$ cat config.mk
export PLATFORM = sky130hd
export DESIGN_NAME = gpm_ram
export DESIGN_NICKNAME = d
export VERILOG_FILES = /design/src/rtl/gpm_ram.sv
export SDC_FILE = /design/constraint.sdc
export NUM_CORES = 2
export LEC_CHECK = 0
export BUFFER_PORTS_ARGS = -buffer_cell sky130_fd_sc_hd__buf_2
export CAP_MARGIN = 0
export CORE_MARGIN = 5
export CORE_UTILIZATION = 50
export CTS_BUF_LIST = sky130_fd_sc_hd__clkbuf_8
export CTS_CLUSTER_SIZE = 20
export DETAILED_ROUTE_END_ITERATION = 6
export PLACE_DENSITY = 0.72
export SKIP_LAST_GASP = 1
export SYNTH_ARGS = -nofsm -noshare
export SYNTH_HDL_FRONTEND = slang
export SYNTH_SLANG_ARGS = --single-unit
$ cat constraint.sdc
create_clock -name clk -period 4.8 [get_ports clk]
set_input_delay 0.24 -clock clk [delete_from_list [all_inputs] [get_ports clk]]
set_output_delay 0.24 -clock clk [all_outputs]
set_load 0.03 [all_outputs]
$ cat src/rtl/gpm_ram.sv
`default_nettype none
// Single-port-write, single-port-read RAM with registered read data.
module gpm_ram #(
	parameter int unsigned WIDTH = 8,
	parameter int unsigned DEPTH = 256
) (
	input  wire logic                                  clk,
	input  wire logic                                  we,
	input  wire logic [(DEPTH > 1 ? $clog2(DEPTH) : 1)-1:0] waddr,
	input  wire logic [WIDTH-1:0]                      wdata,
	input  wire logic [(DEPTH > 1 ? $clog2(DEPTH) : 1)-1:0] raddr,
	output logic      [WIDTH-1:0]                      rdata
);

	logic [WIDTH-1:0] mem [DEPTH];

	always_ff @(posedge clk) begin
		if (we) begin
			mem[waddr] <= wdata;
		end
		rdata <= mem[raddr];
	end

endmodule
`default_nettype wire

==> reports/metrics.cfg <==
[worst_setup_path]
path_delay_family = simple AND/OR/NAND/NOR gates
critical-path-slowest-cell = nand4_1
end_kind = flop
cpPeakStageDelay_ns = 0.99
path_cells = dlygate4sd3_1 > buf_2 > nor2b_1 > nand4_1 > buf_4 > nor2_1
criticalPathCategory = in -> reg
start_kind = input port
critPathRequiredTime_ns = 5.42
cp.buffers_inverters = 3
cp.arrival_ns = 3.88
crit_path_max_fanout = 10

[layout]
layout_commonest_cell = edfxtp_1
syn2layout_area_growth_pct = 10.4
final_cell_mix = edfxtp_1 (2048), mux4_2 (454), clkbuf_8 (348)
finalNetCount = 4002
post-route-util_pct = 55.4
drive_above_1_share_pct = 23.2
nFillCells = 11400

[synth]
synth_cell_types = 55
synth_warnings = 0
syn_nets = 3759
yosys.area.top_type = edfxtp_1
ys_ff_latch = 2056
synthCells = 3733
syn_avg_cell_area_um2 = 21.3
synth_area_um2 = 79600
synth_top_area_share_pct = 77.3
ys_top_cells_by_area = edfxtp_1 (77%), mux4_2 (13%), mux2i_1 (1.7%)
yosysSeqAreaShare_pct = 77.5

[route]
drt-pass1-iter-count = 5
drc = 0
viasPerCell = 6.36
drt_iter0_markers = 5784
vias = 39900
wl_per_cell_um = 30.7
postRouteAntennaNets = 0
routed_wl_um = 193000

[place]
gp_congestion = 0.858
hpwl_um = 115000
portBuffers = 33

[floorplanning]
die_x_um = 409
dieArea_um2 = 167000
rows = 146
initial_core_util_pct = 50.2
ios = 34
chipHeight_um = 409
core_area_um2 = 158000

[clock_network]
cts_sinks = 2056
htree_levels = 5
cts.clk_slew.worst_paths_ns = 0.06
cts_buffers = 331
clk_path_buf_depth = 4
cts_tree = done
clk_latency_ns = 1.02
post-cts-setup-buffers = 0
clock-root-buffer = clkbuf_8

[grt]
grt_pass1_wl_um = 280000
top_usage_layer = met2
grtUsageTotal_pct = 22.9
grtUsageMet3_pct = 6.21
grt_pass1_vias = 40100
grt_max_degree = 149
gr-usage-met2_pct = 34.7
grt.met1_usage_pct = 32.9
grt_overflow_total = 0
antenna_found_initial = 18

[timing]
rsz0062_at_grt = false
period_share_pct = 67.8
finalHoldViolCount = 0
finalCriticalPeriod_ns = 3.25
final-setup-viol-count = 0
max_slew_margin_pct = 4.82
tightest_slew_ns = 1.41
clock_skew_ns = 0.0881
fin_tns_setup_ns = 0
fmax_mhz = 307
slew_viol_final = 0

[hold_path]
hold_class = in -> reg

[pwr]
p_sw_share_pct = 22.1
ir_drop_v = 0.000371
power_frac_clock_pct = 38.1
p_int_mw = 27.2
power_density_nw_per_um2 = 398
p_seq_share_pct = 56.8
leakage_nw = 27.3
switching_power_mw = 7.73
combPwrFrac_pct = 5.1

[job]
maxCapViolCount = 0

[run_status]
status = finished clean

## stage by stage
step                hold slack (ns)  setup WS, ns  instance area, µm²  instances  power, mW
finish                        0.283          1.55               87800       6276       34.9
detailed placement            0.843          1.07               82000       5700       22.0
floorplan                     0.339          2.62               79600       3733       21.2
global placement              0.827          1.08               82000       5700       21.9
CTS                           0.169          1.73               87800       6266       35.1
global route                  0.277          1.62               87800       6270       36.1
## routing by layer
metal  share of wire, %  up-vias  wire, µm
li1                   -    16200         -
met1                 38    20700     73900
met4                2.9       12      5540
met2                 47     2628     90100
met3                 12      394     23000
met5              0.042        -        81
## power groups by stage
stage                     combinational, mW  clock (mW)  sequential (mW)
final                                  1.77        13.3             19.9
after global routing                   1.85        14.4             19.8
after CTS                              1.76        13.5             19.9
after detailed placement               1.75           0             20.2
after global placement                 1.72           0             20.2
after floorplan                       0.961           0             20.2
## logic make-up (layout without fill, tap and decap cells)
kind of cell / after synthesis / after routing / synth area share, %
AO/OA/AOI/OAI: 385 / 385 / 3.42
buffers and inverters: 235 / 696 / 1.83
flip-flops: 2056 / 2056 / 77.5
multiplexers: 591 / 591 / 14.6
other: 0 / 10 / 0
AND/OR/NAND/NOR: 466 / 466 / 2.63
## worst paths after layout
kind,slack (ns),cells past startpoint,endpoint,from
setup / recovery,1.55,6,mem[23][0],waddr[2]
hold / removal,0.28,5,rdata[5],raddr[3]
setup reg to reg,1.92,5,rdata[1],mem[83][1]
hold reg to reg,1.03,5,rdata[7],mem[98][7]
## flip-flops by register name, summed over array words and instances (netlist names)
| name | cells |
|---|---|
| rdata | 8 |
| mem | 2048 |
## cells in the mapped netlist (all sizes together)
| cell | n |
|---|---|
| clkinv | 1 |
| a311oi | 2 |
| and3 | 1 |
| o22a | 5 |
| o22ai | 28 |
| nand4 | 10 |
| mux4 | 456 |
| or2 | 4 |
| o21ai | 12 |
| a22o | 8 |
| nand2 | 33 |
| a211oi | 16 |
| nor2b | 31 |
| buf | 122 |
| o211ai | 10 |
| edfxtp | 2048 |
| a31oi | 2 |
| and2 | 6 |
| or2b | 1 |
| a221oi | 14 |
| a21oi | 96 |
| nor3b | 1 |
| nor4b | 1 |
| nand2b | 8 |
| mux2 | 1 |
| nand3 | 34 |
| nand3b | 2 |
| a22oi | 133 |
| nor2 | 282 |
| o32ai | 5 |
| a2111oi | 5 |
| nor4 | 27 |
| or3b | 1 |
| o221ai | 47 |
| o311ai | 1 |
| clkbuf | 111 |
| inv | 1 |
| dfxtp | 8 |
| mux2i | 134 |
| a21boi | 1 |
| nor3 | 22 |
| and3b | 2 |
## what timing repair did
action,CTS,global route
setup endpoints to repair,0,0
hold buffers,15,0
gates resized for setup,0,0
endpoints found under the hold margin,700,0
## worst register-to-register path, stage by stage, from the launching register on
cell	delay, ns
edfxtp_1	0.37
mux4_2	0.52
mux4_2	0.51
nor2b_1	0.24
nor4_1	0.91
nor4_1	0.17
## layout make-up
cell class / count / area (µm²) / area share [%]
clock inverter: 211 / 996 / 1.13
timing repair buffer: 143 / 1360 / 1.55
antenna: 10 / 25.0 / 0.0285
inverter: 2 / 7.51 / 0.00855
tap: 2072 / 2590 / 2.95
multi-input combinational: 1442 / 16500 / 18.8
sequential: 2056 / 61700 / 70.2
clock buffer: 340 / 4680 / 5.33
No activity file was read; power rests on OpenSTA's default activity.
